## config.mk

```make
export PLATFORM = sky130hd
export DESIGN_NAME = lmfs_ctrl
export DESIGN_NICKNAME = d
export VERILOG_FILES = /design/src/rtl/core/lmfs_pkg.sv /design/src/rtl/core/lmfs_ctrl.sv
export SDC_FILE = /design/constraint.sdc
export NUM_CORES = 1
export LEC_CHECK = 0
export BUFFER_PORTS_ARGS = -buffer_cell sky130_fd_sc_hd__buf_2
export CAP_MARGIN = 20
export CELL_PAD_IN_SITES_DETAIL_PLACEMENT = 1
export CELL_PAD_IN_SITES_GLOBAL_PLACEMENT = 1
export CORE_MARGIN = 2
export CORE_UTILIZATION = 37
export CTS_BUF_LIST = sky130_fd_sc_hd__clkbuf_8
export DETAILED_ROUTE_END_ITERATION = 8
export PLACE_DENSITY = 0.86
export SYNTH_ARGS = -nofsm -noshare
export SYNTH_HDL_FRONTEND = slang
export SYNTH_SLANG_ARGS = --single-unit
```

## constraint.sdc

```tcl
create_clock -name clk_i -period 1.8 [get_ports clk_i]
set_input_delay 0.09 -clock clk_i [delete_from_list [all_inputs] [get_ports clk_i]]
set_output_delay 0.09 -clock clk_i [all_outputs]
set_load 0.1 [all_outputs]
```

## src/rtl/core/lmfs_pkg.sv

```systemverilog
// shared constants and types for the led matrix frame buffer scan unit
`default_nettype none

package lmfs_pkg;

  // panel geometry
  localparam int unsigned PANEL_WIDTH  = 32;
  localparam int unsigned PANEL_HEIGHT = 16;
  localparam int unsigned HALF_ROWS    = PANEL_HEIGHT / 2;
  localparam int unsigned STORE_DEPTH  = PANEL_WIDTH * HALF_ROWS;
  localparam int unsigned COL_W        = $clog2(PANEL_WIDTH);
  localparam int unsigned ROW_W        = $clog2(HALF_ROWS);
  localparam int unsigned ADDR_W       = $clog2(STORE_DEPTH);

  // pixel fields
  localparam int unsigned COORD_W = 8;
  localparam int unsigned LEVEL_W = 4;
  localparam int unsigned COLOR_W = 3 * LEVEL_W;
  localparam int unsigned RED_LSB   = 2 * LEVEL_W;
  localparam int unsigned GREEN_LSB = LEVEL_W;
  localparam int unsigned BLUE_LSB  = 0;

  // pwm configuration
  localparam int unsigned PWM_MAX_W = 5;
  localparam logic [PWM_MAX_W-1:0] PWM_MAX_RESET = 5'd16;

  // operation codes carried on tuser
  localparam logic OP_WRITE = 1'b0;
  localparam logic OP_SCAN  = 1'b1;

  // controller to datapath commands
  typedef struct packed {
    logic              pix_wr;    // store the accepted pixel request
    logic              rd_issue;  // read the store at the current column
    logic              row_step;  // last column issued, move to next row pair
    logic [COL_W-1:0]  col;       // column being read
    logic              clr_wr;    // clearing pass, write zero at clr_addr
    logic [ADDR_W-1:0] clr_addr;  // store entry being cleared
  } lmfs_cmd_t;

  // datapath to controller status
  typedef struct packed {
    logic adv_ok;  // read and output stages may move this cycle
  } lmfs_sts_t;

endpackage

`default_nettype wire

```

## src/rtl/core/lmfs_ctrl.sv

```systemverilog
// scan controller: store clearing, request acceptance and column sequencing
`default_nettype none

module lmfs_ctrl (
  input  wire logic                clk_i,
  input  wire logic                rst_ni,
  input  wire logic                s_tvalid_i,
  input  wire logic                s_op_i,
  output logic                     s_tready_o,
  input  wire lmfs_pkg::lmfs_sts_t sts_i,
  output lmfs_pkg::lmfs_cmd_t      cmd_o
);
  import lmfs_pkg::*;

  localparam logic [1:0] ST_CLEAR = 2'd0;
  localparam logic [1:0] ST_IDLE  = 2'd1;
  localparam logic [1:0] ST_SCAN  = 2'd2;

  logic [1:0]        state_q, state_d;
  logic [COL_W-1:0]  col_q, col_d;
  logic [ADDR_W-1:0] clr_q, clr_d;
  logic              last_col;
  logic              clr_last;
  logic              issue;

  assign last_col   = (col_q == COL_W'(PANEL_WIDTH - 1));
  assign clr_last   = (clr_q == ADDR_W'(STORE_DEPTH - 1));
  assign s_tready_o = (state_q == ST_IDLE);
  assign issue      = (state_q == ST_SCAN) && sts_i.adv_ok;

  always_comb begin
    state_d = state_q;
    col_d   = col_q;
    clr_d   = clr_q;
    case (state_q)
      ST_CLEAR: begin
        if (clr_last) begin
          state_d = ST_IDLE;
          clr_d   = '0;
        end else begin
          clr_d = clr_q + 1'b1;
        end
      end
      ST_IDLE: begin
        if (s_tvalid_i && (s_op_i == OP_SCAN)) begin
          state_d = ST_SCAN;
          col_d   = '0;
        end
      end
      ST_SCAN: begin
        if (issue) begin
          if (last_col) begin
            state_d = ST_IDLE;
            col_d   = '0;
          end else begin
            col_d = col_q + 1'b1;
          end
        end
      end
      default: begin
        state_d = ST_IDLE;
        col_d   = '0;
        clr_d   = '0;
      end
    endcase
  end

  always_comb begin
    cmd_o.pix_wr   = (state_q == ST_IDLE) && s_tvalid_i && (s_op_i == OP_WRITE);
    cmd_o.rd_issue = issue;
    cmd_o.row_step = issue && last_col;
    cmd_o.col      = col_q;
    cmd_o.clr_wr   = (state_q == ST_CLEAR);
    cmd_o.clr_addr = clr_q;
  end

  always_ff @(posedge clk_i or negedge rst_ni) begin
    if (!rst_ni) begin
      state_q <= ST_CLEAR;
      col_q   <= '0;
      clr_q   <= '0;
    end else begin
      state_q <= state_d;
      col_q   <= col_d;
      clr_q   <= clr_d;
    end
  end

`ifndef SYNTHESIS
  a_idle_col_zero: assert property (@(posedge clk_i) disable iff (!rst_ni)
    (state_q == ST_IDLE) |-> (col_q == '0))
    else $error("column counter not cleared while idle");

  a_row_step_ends_scan: assert property (@(posedge clk_i) disable iff (!rst_ni)
    cmd_o.row_step |=> (state_q == ST_IDLE))
    else $error("scan did not end after last column");

  a_scan_start: assert property (@(posedge clk_i) disable iff (!rst_ni)
    ((state_q == ST_IDLE) && s_tvalid_i && (s_op_i == OP_SCAN)) |=> (state_q == ST_SCAN))
    else $error("scan request did not start a scan");
`endif

endmodule

`default_nettype wire

```

==> results of run 1 <==
## worst max-delay path by stage
stage                                 startpoint                   end  slack [ns]  cells past startpoint
after global routing        col_q[0]$_DFFE_PN0P_  col_q[0]$_DFFE_PN0P_       -0.05                      6
after floorplan             col_q[1]$_DFFE_PN0P_  col_q[0]$_DFFE_PN0P_       -0.06                      6
after CTS                 state_q[0]$_DFFE_PN0P_  col_q[0]$_DFFE_PN0P_        0.01                      5
after detailed placement    col_q[0]$_DFFE_PN0P_  col_q[0]$_DFFE_PN0P_       0.006                      6
final                       col_q[0]$_DFFE_PN0P_  col_q[0]$_DFFE_PN0P_        0.03                      6
after global placement      col_q[1]$_DFFE_PN0P_  col_q[2]$_DFFE_PN0P_        0.07                      6
## routing by layer
| metal | GRT usage [%] | vias up | wire length, um |
|---|---|---|---|
| met3 | 4.17 | 2 | 90 |
| met1 | 23.4 | 443 | 1050 |
| met4 | 3.85 | 0 | 14 |
| met5 | 0 | - | 0 |
| li1 | - | 426 | - |
| met2 | 36.0 | 18 | 1390 |
## final cells by class
| cell class | instances | area (sq um) | share of cell area [%] |
|---|---|---|---|
| tap | 30 | 37.5 | 2.87 |
| inverter | 5 | 18.8 | 1.44 |
| clock inverter | 1 | 5.00 | 0.383 |
| timing repair buffer | 34 | 220 | 16.9 |
| clock buffer | 3 | 41.3 | 3.16 |
| multi-input combinational | 72 | 587 | 44.9 |
| sequential | 15 | 397 | 30.4 |
## through the flow
step	hold WS, ns	setup TNS (ns)	worst slack [ns]
after floorplan	-0.206	-0.138	-0.0580
after global routing	0.268	-0.106	-0.0465
after detailed placement	0.0218	0	0.00632
after global placement	0.0106	0	0.0679
after CTS	0.259	0	0.0148
final	0.247	0	0.0290
## placed cells by master (no fill, tap or decap), types with 2 or more instances in the layout
cell type and instances:
or3_1 3, nor2_1 2, buf_4 12, ha_4 4, nand3_1 5, inv_1 3, a21boi_1 2, o21ai_0 11
clkbuf_8 3, inv_2 2, o31ai_1 3, dfrtp_4 2, dfrtp_1 2, ha_1 2, o211ai_1 3, dfrtp_2 11
buf_2 20, nand2_1 10
## worst register-to-register path: stages, from the launching register on
cell,delay (ns)
dfrtp_4,0.50
ha_4,0.18
and3_4,0.18
ha_4,0.16
and2b_2,0.24
nor4b_4,0.25
mux2_4,0.20
## state kept, by name, summed over array words and instances (netlist names)
name,cells
clr_q,8
state_q,2
col_q,5
## timing repair
item,CTS,global route
pin swaps,0,2
hold endpoints to repair,15,0
endpoints found under the setup margin,2,6
gates resized for setup,3,3
hold buffers,1,0
cloned,0,0
setup buffers,0,7
## power breakdown
part	switching (W)	internal [W]
clock	0.000133	0.000154
combinational	0.000689	0.000319
sequential	0.0000498	0.000385
## cells by family after synthesis
logic type | synth area share [%]
AO/OA/AOI/OAI | 21.9
buffers and inverters | 4.92
adder cells (fa/ha/maj) | 8.20
multiplexers | 2.32
flip-flops | 41.0
XOR/XNOR | 0.956
AND/OR/NAND/NOR | 20.8
==> impl_metrics.csv, run 1 <==
group,metric,value,unit
yosys,synth_seq_cells,15,
cells_and_area,nets,142,
floorplanning,die_y,53.8,um
clock_network,clock_latency,0.25,ns
yosys,yosys_warnings,0,
floorplanning,dieArea,2890,sq um
worst_setup_path,crit_family,"simple AND/OR/NAND/NOR gates",
power_and_ir_drop,power_density,1320,nW/um^2
drt,num_vias,889,
yosys,synth.most_common_cell,"dfrtp_1",
worst_setup_path,crit_type,"reg -> reg",
drt,antenna_left,0,
worst_setup_path,end_kind,"register",
cells_and_area,antenna_cells,0,
yosys,yosysSeqAreaShare,41.0,%
timing,relSlewSlack,67.7,%
yosys,yosysUniqueCellTypes,38,
yosys,syn_area,916,sq um
timing,tightest_slew,0.488,ns
worst_setup_path,reg2reg_slack,0.03,ns
worst_setup_path,cp_max_fo,4,
worst_hold_path,min_delay_worst_endpoint,"state_q[0]$_DFFE_PN0P_",
global_routing,grt_pass1_wl,4070,um
cells_and_area,areaGrowthSynthToFinish,42.6,%
drt,via_per_inst,5.56,
clock_network,cts_tree,"done",
clock_network,cts_max_path_buffers,2,
floorplanning,die_w,53.8,um
yosys,synth_common_cells,"dfrtp_1 (15), o21ai_0 (11), nand2_1 (10)",
drt,routed_wl,2550,um
clock_network,htreeDepth,1,
clock_network,cts-root-buf,"clkbuf_8",
placement,hpwl,1840,um
worst_hold_path,worstHoldPathCells,4,
floorplanning,io-pin-count,23,
yosys,synth_flop_cell,"dfrtp_1",
power_and_ir_drop,p_leak,0.588,nW
power_and_ir_drop,totalPowerFinal,0.00173,W
drt,drtIter0Drc,11,
worst_setup_path,crit_chain,"ha_4, and3_4, ha_4, and2b_2, nor4b_4, mux2_4",
global_routing,grt_max_degree,17,
yosys,async_flop_share,100,%
drt,drc_errors,0,
yosys,netlist.top_cell.by_area,"dfrtp_1",
drt,wl_per_cell,15.9,um
worst_hold_path,hp-start,"s_op_i",
placement,port_buffers,22,
placement,place_area,1190,sq um
timing,setup_violations,0,
clock_network,clkTransAtPathRegs,0.07,ns
yosys,synth_cells,95,
power_and_ir_drop,vdd_drop_max,0.00104,V
global_routing,grtUsageTotal,19.7,%
timing,drv_slew,0,
worst_setup_path,reg2regPathDepth,6,
worst_hold_path,hold_class,"in -> reg",
flow_run,maxCapViolations,0,
worst_setup_path,critPathBufInv,0,
worst_setup_path,startpoint_type,"register",
timing,timing.final.crit_share,98.4,%
cells_and_area,final_area,1310,sq um
floorplanning,fp.coreArea,2410,sq um
timing,finalHoldViolCount,0,
yosys,synth_edf_count,0,
worst_setup_path,crit_arrival,1.96,ns
global_routing,grt-ovfl-total,0,
global_routing,grt_pass1_vias,867,
cells_and_area,drive_gt1_share,52.3,%
worst_setup_path,cpPeakStageDelay,0.50,ns
timing,skew,0.00785,ns
timing,max_freq,0.565,GHz
worst_setup_path,cp.required,1.99,ns
global_routing,grt_antenna_before_repair,0,
clock_network,numCtsBuffers,3,
yosys,synth_top_area_share,41.0,%
placement,place_inst,148,
drt,first_pass_iters,4,
timing,period_minus_slack,1.77,ns
floorplanning,start_util,38.0,%
yosys,synth.avg_cell_area,9.64,sq um
worst_setup_path,slowest_stage,"dfrtp_4",
worst_setup_path,crit_top_cell,"ha_4",
floorplanning,fp-row-count,18,
worst_setup_path,r2r_end,"col_q[0]$_DFFE_PN0P_",
yosys,synth_nets,106,
cells_and_area,instances_no_fill,160,
cells_and_area,final_core_util,54.2,%
clock_network,cts_sinks,15,
timing,rsz0062_at_grt,"yes",
yosys,yosys-top-cells-area,"dfrtp_1 (41%), ha_1 (8.2%), o21ai_0 (6.0%), nand2_1 (4.1%), nand3_1 (2.7%)",
worst_setup_path,r2r-start,"col_q[0]$_DFFE_PN0P_",
placement,gp_congestion,0.747,
cells_and_area,n_fill_cell,278,
run_status,status,"finished clean",
Power figures use the tool's default switching activity.
==> inputs of run 2 (changes only) <==
PLACE_DENSITY = 0.84   (was 0.86)
==> impl_metrics.csv, run 2 (same netlist as run 1, synthesis figures left out) <==
group,metric,value,unit
clock_network,cts_max_path_buffers,2,
placement,gp_congestion,0.747,
drt,routed_wl,2420,um
global_routing,grt-ovfl-total,0,
cells_and_area,antenna_cells,0,
timing,tightest_slew,0.488,ns
floorplanning,start_util,38.0,%
power_and_ir_drop,totalPowerFinal,0.00171,W
timing,max_freq,0.571,GHz
timing,finalHoldViolCount,0,
cells_and_area,final_common_cell,"buf_2",
worst_setup_path,cp.required,1.99,ns
drt,drtIter0Drc,1,
cells_and_area,n_fill_cell,291,
floorplanning,die_y,53.8,um
worst_hold_path,hold_class,"in -> reg",
cells_and_area,largest_reg_flops,8,
timing,skew,0.00130,ns
cells_and_area,areaGrowthSynthToFinish,42.1,%
global_routing,grt_pass1_vias,866,
global_routing,grt_antenna_before_repair,0,
worst_setup_path,cp-endpoint,"col_q[0]$_DFFE_PN0P_",
cells_and_area,largest-register,"clr_q",
floorplanning,fp-row-count,18,
worst_setup_path,r2r-start,"col_q[0]$_DFFE_PN0P_",
power_and_ir_drop,p_sw,0.000849,W
drt,via_per_inst,5.51,
global_routing,grt_pass1_wl,3860,um
timing,setup_ws,0.0502,ns
worst_setup_path,crit_family,"simple AND/OR/NAND/NOR gates",
worst_setup_path,startpoint_type,"register",
global_routing,grt_max_degree,17,
drt,drc_errors,0,
cells_and_area,drive_gt1_share,50.0,%
worst_setup_path,end_kind,"register",
drt,num_vias,881,
drt,first_pass_iters,3,
placement,port_buffers,22,
clock_network,numCtsBuffers,3,
worst_setup_path,crit_arrival,1.94,ns
cells_and_area,nets,142,
power_and_ir_drop,combPwrFrac,58.9,%
floorplanning,dieArea,2890,sq um
timing,timing.setup.tns,0,ns
timing,period_minus_slack,1.75,ns
power_and_ir_drop,pwr-share-seq,25.1,%
timing,setup_violations,0,
worst_setup_path,critPathLaunch,"col_q[0]$_DFFE_PN0P_",
worst_setup_path,reg2reg_slack,0.05,ns
worst_setup_path,crit_top_cell,"ha_4",
clock_network,clock_latency,0.25,ns
power_and_ir_drop,p_sw_share,49.6,%
floorplanning,fp.coreArea,2410,sq um
power_and_ir_drop,vdd_drop_max,0.000996,V
clock_network,cts_sinks,15,
worst_setup_path,cp_max_fo,4,
worst_setup_path,crit_type,"reg -> reg",
cells_and_area,reg.largest.list,"clr_q (8), col_q (5), state_q (2)",
drt,wl_per_cell,15.1,um
power_and_ir_drop,p_int,0.000863,W
floorplanning,die_w,53.8,um
run_status,status,"finished clean",
clock_network,clkTransAtPathRegs,0.06,ns
floorplanning,io-pin-count,23,
flow_run,maxCapViolations,0,
power_and_ir_drop,p_clk_share,16.0,%
power_and_ir_drop,power_density,1320,nW/um^2
worst_setup_path,cpPeakStageDelay,0.50,ns
clock_network,cts-root-buf,"clkbuf_8",
worst_setup_path,slowest_stage,"dfrtp_4",
placement,pre_cts_ws,0.0218,ns
worst_setup_path,critPathBufInv,0,
drt,antenna_left,0,
worst_setup_path,worstSetupPathDepth,6,
global_routing,grtUsageTotal,18.6,%
timing,rsz0062_at_grt,"yes",
worst_setup_path,crit_chain,"ha_4, and3_4, ha_4, and2b_2, nor4b_4, mux2_4",
clock_network,cts_tree,"done",
worst_setup_path,r2r_end,"col_q[0]$_DFFE_PN0P_",
timing,drv_slew,0,
worst_setup_path,reg2regPathDepth,6,
cells_and_area,final_cell_mix,"buf_2 (20), o21ai_0 (11), dfrtp_2 (11), buf_4 (11), nand2_1 (10)",
timing,timing.final.crit_share,97.2,%
clock_network,htreeDepth,1,
power_and_ir_drop,p_leak,0.590,nW
timing,relSlewSlack,67.7,%
placement,hpwl,1790,um
run 2: cell count changes in the layout (fill, tap and decap cells not counted), sizes merged:
| cell | change |
|---|---|
| buf | -1 |
| clkbuf | +1 |
run 2: worst min-delay path: cells and delay by family:
kind / cells / cell delay, ns
AND/OR/NAND/NOR: 1 / 0.09
AO/OA/AOI/OAI: 2 / 0.15
buffers and inverters: 1 / 0.11
run 2: layout make-up:
type / instances / area [sq um] / share of cell area, %
clock buffers: 3 / 41.3 / 3.17
clock inverters: 1 / 5.00 / 0.385
inverters: 5 / 18.8 / 1.44
multi-input cells: 72 / 582 / 44.7
flip-flops and latches: 15 / 397 / 30.5
well taps: 30 / 37.5 / 2.88
repair buffers: 34 / 220 / 16.9
run 2: layer usage:
metal	up-vias	track usage, %	share of wire, %
met5	-	0	0
met4	0	5.13	1.2
met3	4	4.17	4.2
met2	22	33.3	49
met1	430	22.0	45
li1	425	-	-
run 2: timing repair:
item | CTS | global route
hold buffers | 1 | 0
buffers inserted | 0 | 7
endpoints found under the setup margin | 0 | 8
hold endpoints to repair | 15 | 0
resized for setup | 0 | 3
run 2: worst min path at each step:
stage | startpoint | to | slack [ns] | cells after the start
after floorplan | rst_ni | clr_q[0]$_DFFE_PN0N_ | -0.21 | 0
after global placement | rst_ni | col_q[1]$_DFFE_PN0P_ | 0.02 | 1
after detailed placement | rst_ni | col_q[0]$_DFFE_PN0P_ | 0.02 | 1
after CTS | s_op_i | state_q[0]$_DFFE_PN0P_ | 0.23 | 4
after global routing | s_op_i | state_q[0]$_DFFE_PN0P_ | 0.27 | 4
final | s_op_i | state_q[0]$_DFFE_PN0P_ | 0.23 | 4
run 2: metrics by stage:
stage / cell area, sq um / std cells / hold WS, ns / util (%)
floorplan: 1020 / 95 / -0.206 / -
global placement: 1190 / 148 / 0.0168 / 49.2
detailed placement: 1190 / 148 / 0.0183 / 49.2
CTS: 1240 / 153 / 0.230 / 51.6
global route: 1300 / 160 / 0.269 / 54.0
finish: 1300 / 160 / 0.234 / 54.0
run 2: power by group through the flow:
stage	logic [W]	registers [W]	clock network [W]
3_5_place_dp	0.000960	0.000440	0
6_report	0.00101	0.000430	0.000273
5_1_grt	0.00109	0.000437	0.000299
3_3_place_gp	0.000934	0.000434	0
4_1_cts	0.000964	0.000434	0.000281
2_1_floorplan	0.000657	0.000583	0
==> inputs of run 3 (changes only) <==
ABC_AREA = 1   (was unset)
CORE_UTILIZATION = 35   (was 37)
==> impl_metrics.csv, run 3 <==
group,metric,value,unit
run_status,status,"finished clean",
worst_setup_path,reg2reg_slack,0.27,ns
cells_and_area,largest-register,"clr_q",
worst_setup_path,crit_top_cell,"ha_1",
drt,via_per_inst,4.63,
cells_and_area,final_common_cell,"nand2_1",
timing,period_minus_slack,1.65,ns
worst_hold_path,hold_class,"in -> async",
yosys,synth.most_common_cell,"nand2_1",
drt,wl_per_cell,12.9,um
floorplanning,fp.coreArea,2500,sq um
timing,timing.final.crit_share,91.9,%
clock_network,htreeDepth,1,
clock_network,numCtsBuffers,3,
global_routing,grt-ovfl-total,0,
power_and_ir_drop,p_leak,0.587,nW
cells_and_area,final_cell_mix,"nand2_1 (40), buf_2 (20), nor2_1 (16)",
global_routing,grt_max_degree,16,
yosys,synth_flop_cell,"dfrtp_1",
clock_network,cts-root-buf,"clkbuf_8",
cells_and_area,final_core_util,46.6,%
global_routing,grt_pass1_wl,4090,um
cells_and_area,areaGrowthSynthToFinish,26.1,%
yosys,synth_nets,135,
power_and_ir_drop,vdd_drop_max,0.000429,V
yosys,synth_common_cells,"nand2_1 (40), nor2_1 (18), dfrtp_1 (15)",
worst_setup_path,startpoint_type,"register",
yosys,synth_cells,124,
timing,rsz0062_at_grt,"no",
clock_network,clkTransAtPathRegs,0.07,ns
global_routing,grtUsageTotal,16.8,%
worst_setup_path,crit_family,"flip-flops",
worst_setup_path,slowest_stage,"dfrtp_2",
yosys,yosys-top-cells-area,"dfrtp_1 (41%), nand2_1 (16%), ha_1 (8.1%), nor2_1 (7.3%), inv_1 (5.3%)",
drt,drtIter0Drc,17,
timing,setup_ws,0.146,ns
worst_setup_path,cpPeakStageDelay,0.39,ns
cells_and_area,largest_reg_flops,8,
cells_and_area,nets,162,
drt,routed_wl,2320,um
timing,relSlewSlack,67.9,%
yosys,synth.avg_cell_area,7.46,sq um
yosys,async_flop_share,100,%
yosys,synth_seq_cells,15,
placement,hpwl,1730,um
clock_network,cts_sinks,15,
timing,setup_violations,0,
worst_setup_path,crit_arrival,1.56,ns
placement,pre_cts_ws,0.297,ns
yosys,yosysUniqueCellTypes,24,
floorplanning,io-pin-count,23,
cells_and_area,antenna_cells,0,
drt,drc_errors,0,
floorplanning,fp-row-count,18,
flow_run,maxCapViolations,0,
worst_setup_path,end_kind,"primary output",
worst_setup_path,cp_max_fo,4,
yosys,netlist.top_cell.by_area,"dfrtp_1",
worst_setup_path,cp.required,1.71,ns
clock_network,clock_latency,0.25,ns
drt,antenna_left,0,
cells_and_area,n_fill_cell,328,
timing,drv_slew,0,
cells_and_area,drive_gt1_share,30.7,%
yosys,yosysSeqAreaShare,40.6,%
worst_setup_path,critPathBufInv,2,
drt,first_pass_iters,4,
timing,tightest_slew,0.485,ns
timing,finalHoldViolCount,0,
placement,port_buffers,22,
floorplanning,start_util,37.0,%
drt,num_vias,834,
placement,gp_congestion,0.790,
yosys,syn_area,925,sq um
timing,max_freq,0.605,GHz
timing,timing.setup.tns,0,ns
yosys,synth_top_area_share,40.6,%
power_and_ir_drop,power_density,546,nW/um^2
timing,skew,0.00476,ns
worst_setup_path,crit_type,"reg -> out",
clock_network,cts_max_path_buffers,2,
clock_network,cts_tree,"done",
floorplanning,die_y,55.4,um
worst_setup_path,crit_chain,"ha_1, nand2_1, nor2_1, ha_1, inv_1, nor2_4, buf_12",
floorplanning,die_w,55.4,um
global_routing,grt_pass1_vias,881,
yosys,synth_edf_count,0,
yosys,yosys_warnings,0,
cells_and_area,reg.largest.list,"clr_q (8), col_q (5), state_q (2)",
global_routing,grt_antenna_before_repair,0,
floorplanning,dieArea,3070,sq um
run 3: cell count changes after synthesis, moves of 8 or more:
| cell | previous run | this run |
|---|---|---|
| o21ai_0 | 11 | 2 |
| nor2_1 | 2 | 18 |
| nand2_1 | 10 | 40 |
| inv_1 | 5 | 13 |
run 3: report_power, final:
part	switching, W	leakage [nW]	internal [W]	total (W)
registers	0	0.183	0.000337	0.000337
clock network	0.000131	0.0255	0.000154	0.000284
logic	0.00000991	0.379	0.00000500	0.0000149
total	0.000141	0.587	0.000496	0.000636
run 3: cell type report:
type | count | area [sq um] | share of cell area (%)
Sequential cell | 15 | 383 | 32.8
Multi-Input combinational cell | 91 | 498 | 42.7
Inverter | 17 | 63.8 | 5.47
Timing Repair Buffer | 23 | 138 | 11.8
Clock buffer | 3 | 41.3 | 3.54
Clock inverter | 1 | 5.00 | 0.429
Tap cell | 30 | 37.5 | 3.22
run 3: what timing repair did:
action                     CTS  global route
setup buffers                0             0
hold endpoints to repair    15             0
gates resized for setup      0             1
hold buffers                 1             0
setup endpoints to repair    0             1
run 3: metal layers:
layer	global-route usage [%]	wire [um]
met2	29.1	1210
met1	20.7	1020
met3	4.92	79
met5	0	0
met4	3.14	11
run 3: worst register-to-register path: stages (launching register included):
cell and delay [ns]:
dfrtp_1 0.40, inv_1 0.10, ha_2 0.32, inv_2 0.16, nand2_4 0.08, nor2_4 0.14
nand2_1 0.07, nand2_1 0.06, nand2_1 0.04, nor2_1 0.09
run 3: kinds of logic after synthesis:
group / after synthesis / synth area share [%]
buf+inv: 18 / 7.71
flops: 15 / 40.6
xor+xnor: 3 / 2.84
simple gates: 76 / 36.3
fa+ha+maj: 6 / 8.12
compound gates: 6 / 4.47
run 3: path summary, 6_finish.rpt:
path	start	end	depth (start not counted)
max	col_q[1]$_DFFE_PN0P_	cmd_o[14]	7
min	rst_ni	col_q[3]$_DFFE_PN0P_	2
max reg2reg	state_q[0]$_DFFE_PN0P_	clr_q[5]$_DFFE_PN0N_	9
min reg2reg	state_q[1]$_DFFE_PN0P_	state_q[1]$_DFFE_PN0P_	2
max in group asynchronous	rst_ni	clr_q[0]$_DFFE_PN0N_	2
min in group clk_i	s_tvalid_i	col_q[2]$_DFFE_PN0P_	5
run 3: per-stage QoR:
stage / hold WS (ns) / instance area (sq um) / std cells / total power (W)
6_report: 0.275 / 1170 / 180 / 0.000636
5_1_grt: 0.321 / 1170 / 180 / 0.000661
4_1_cts: 0.290 / 1160 / 180 / 0.000650
3_5_place_dp: 0.0293 / 1110 / 175 / 0.000357
3_3_place_gp: 0.0271 / 1110 / 175 / 0.000357
2_1_floorplan: -0.206 / 952 / 124 / 0.000344
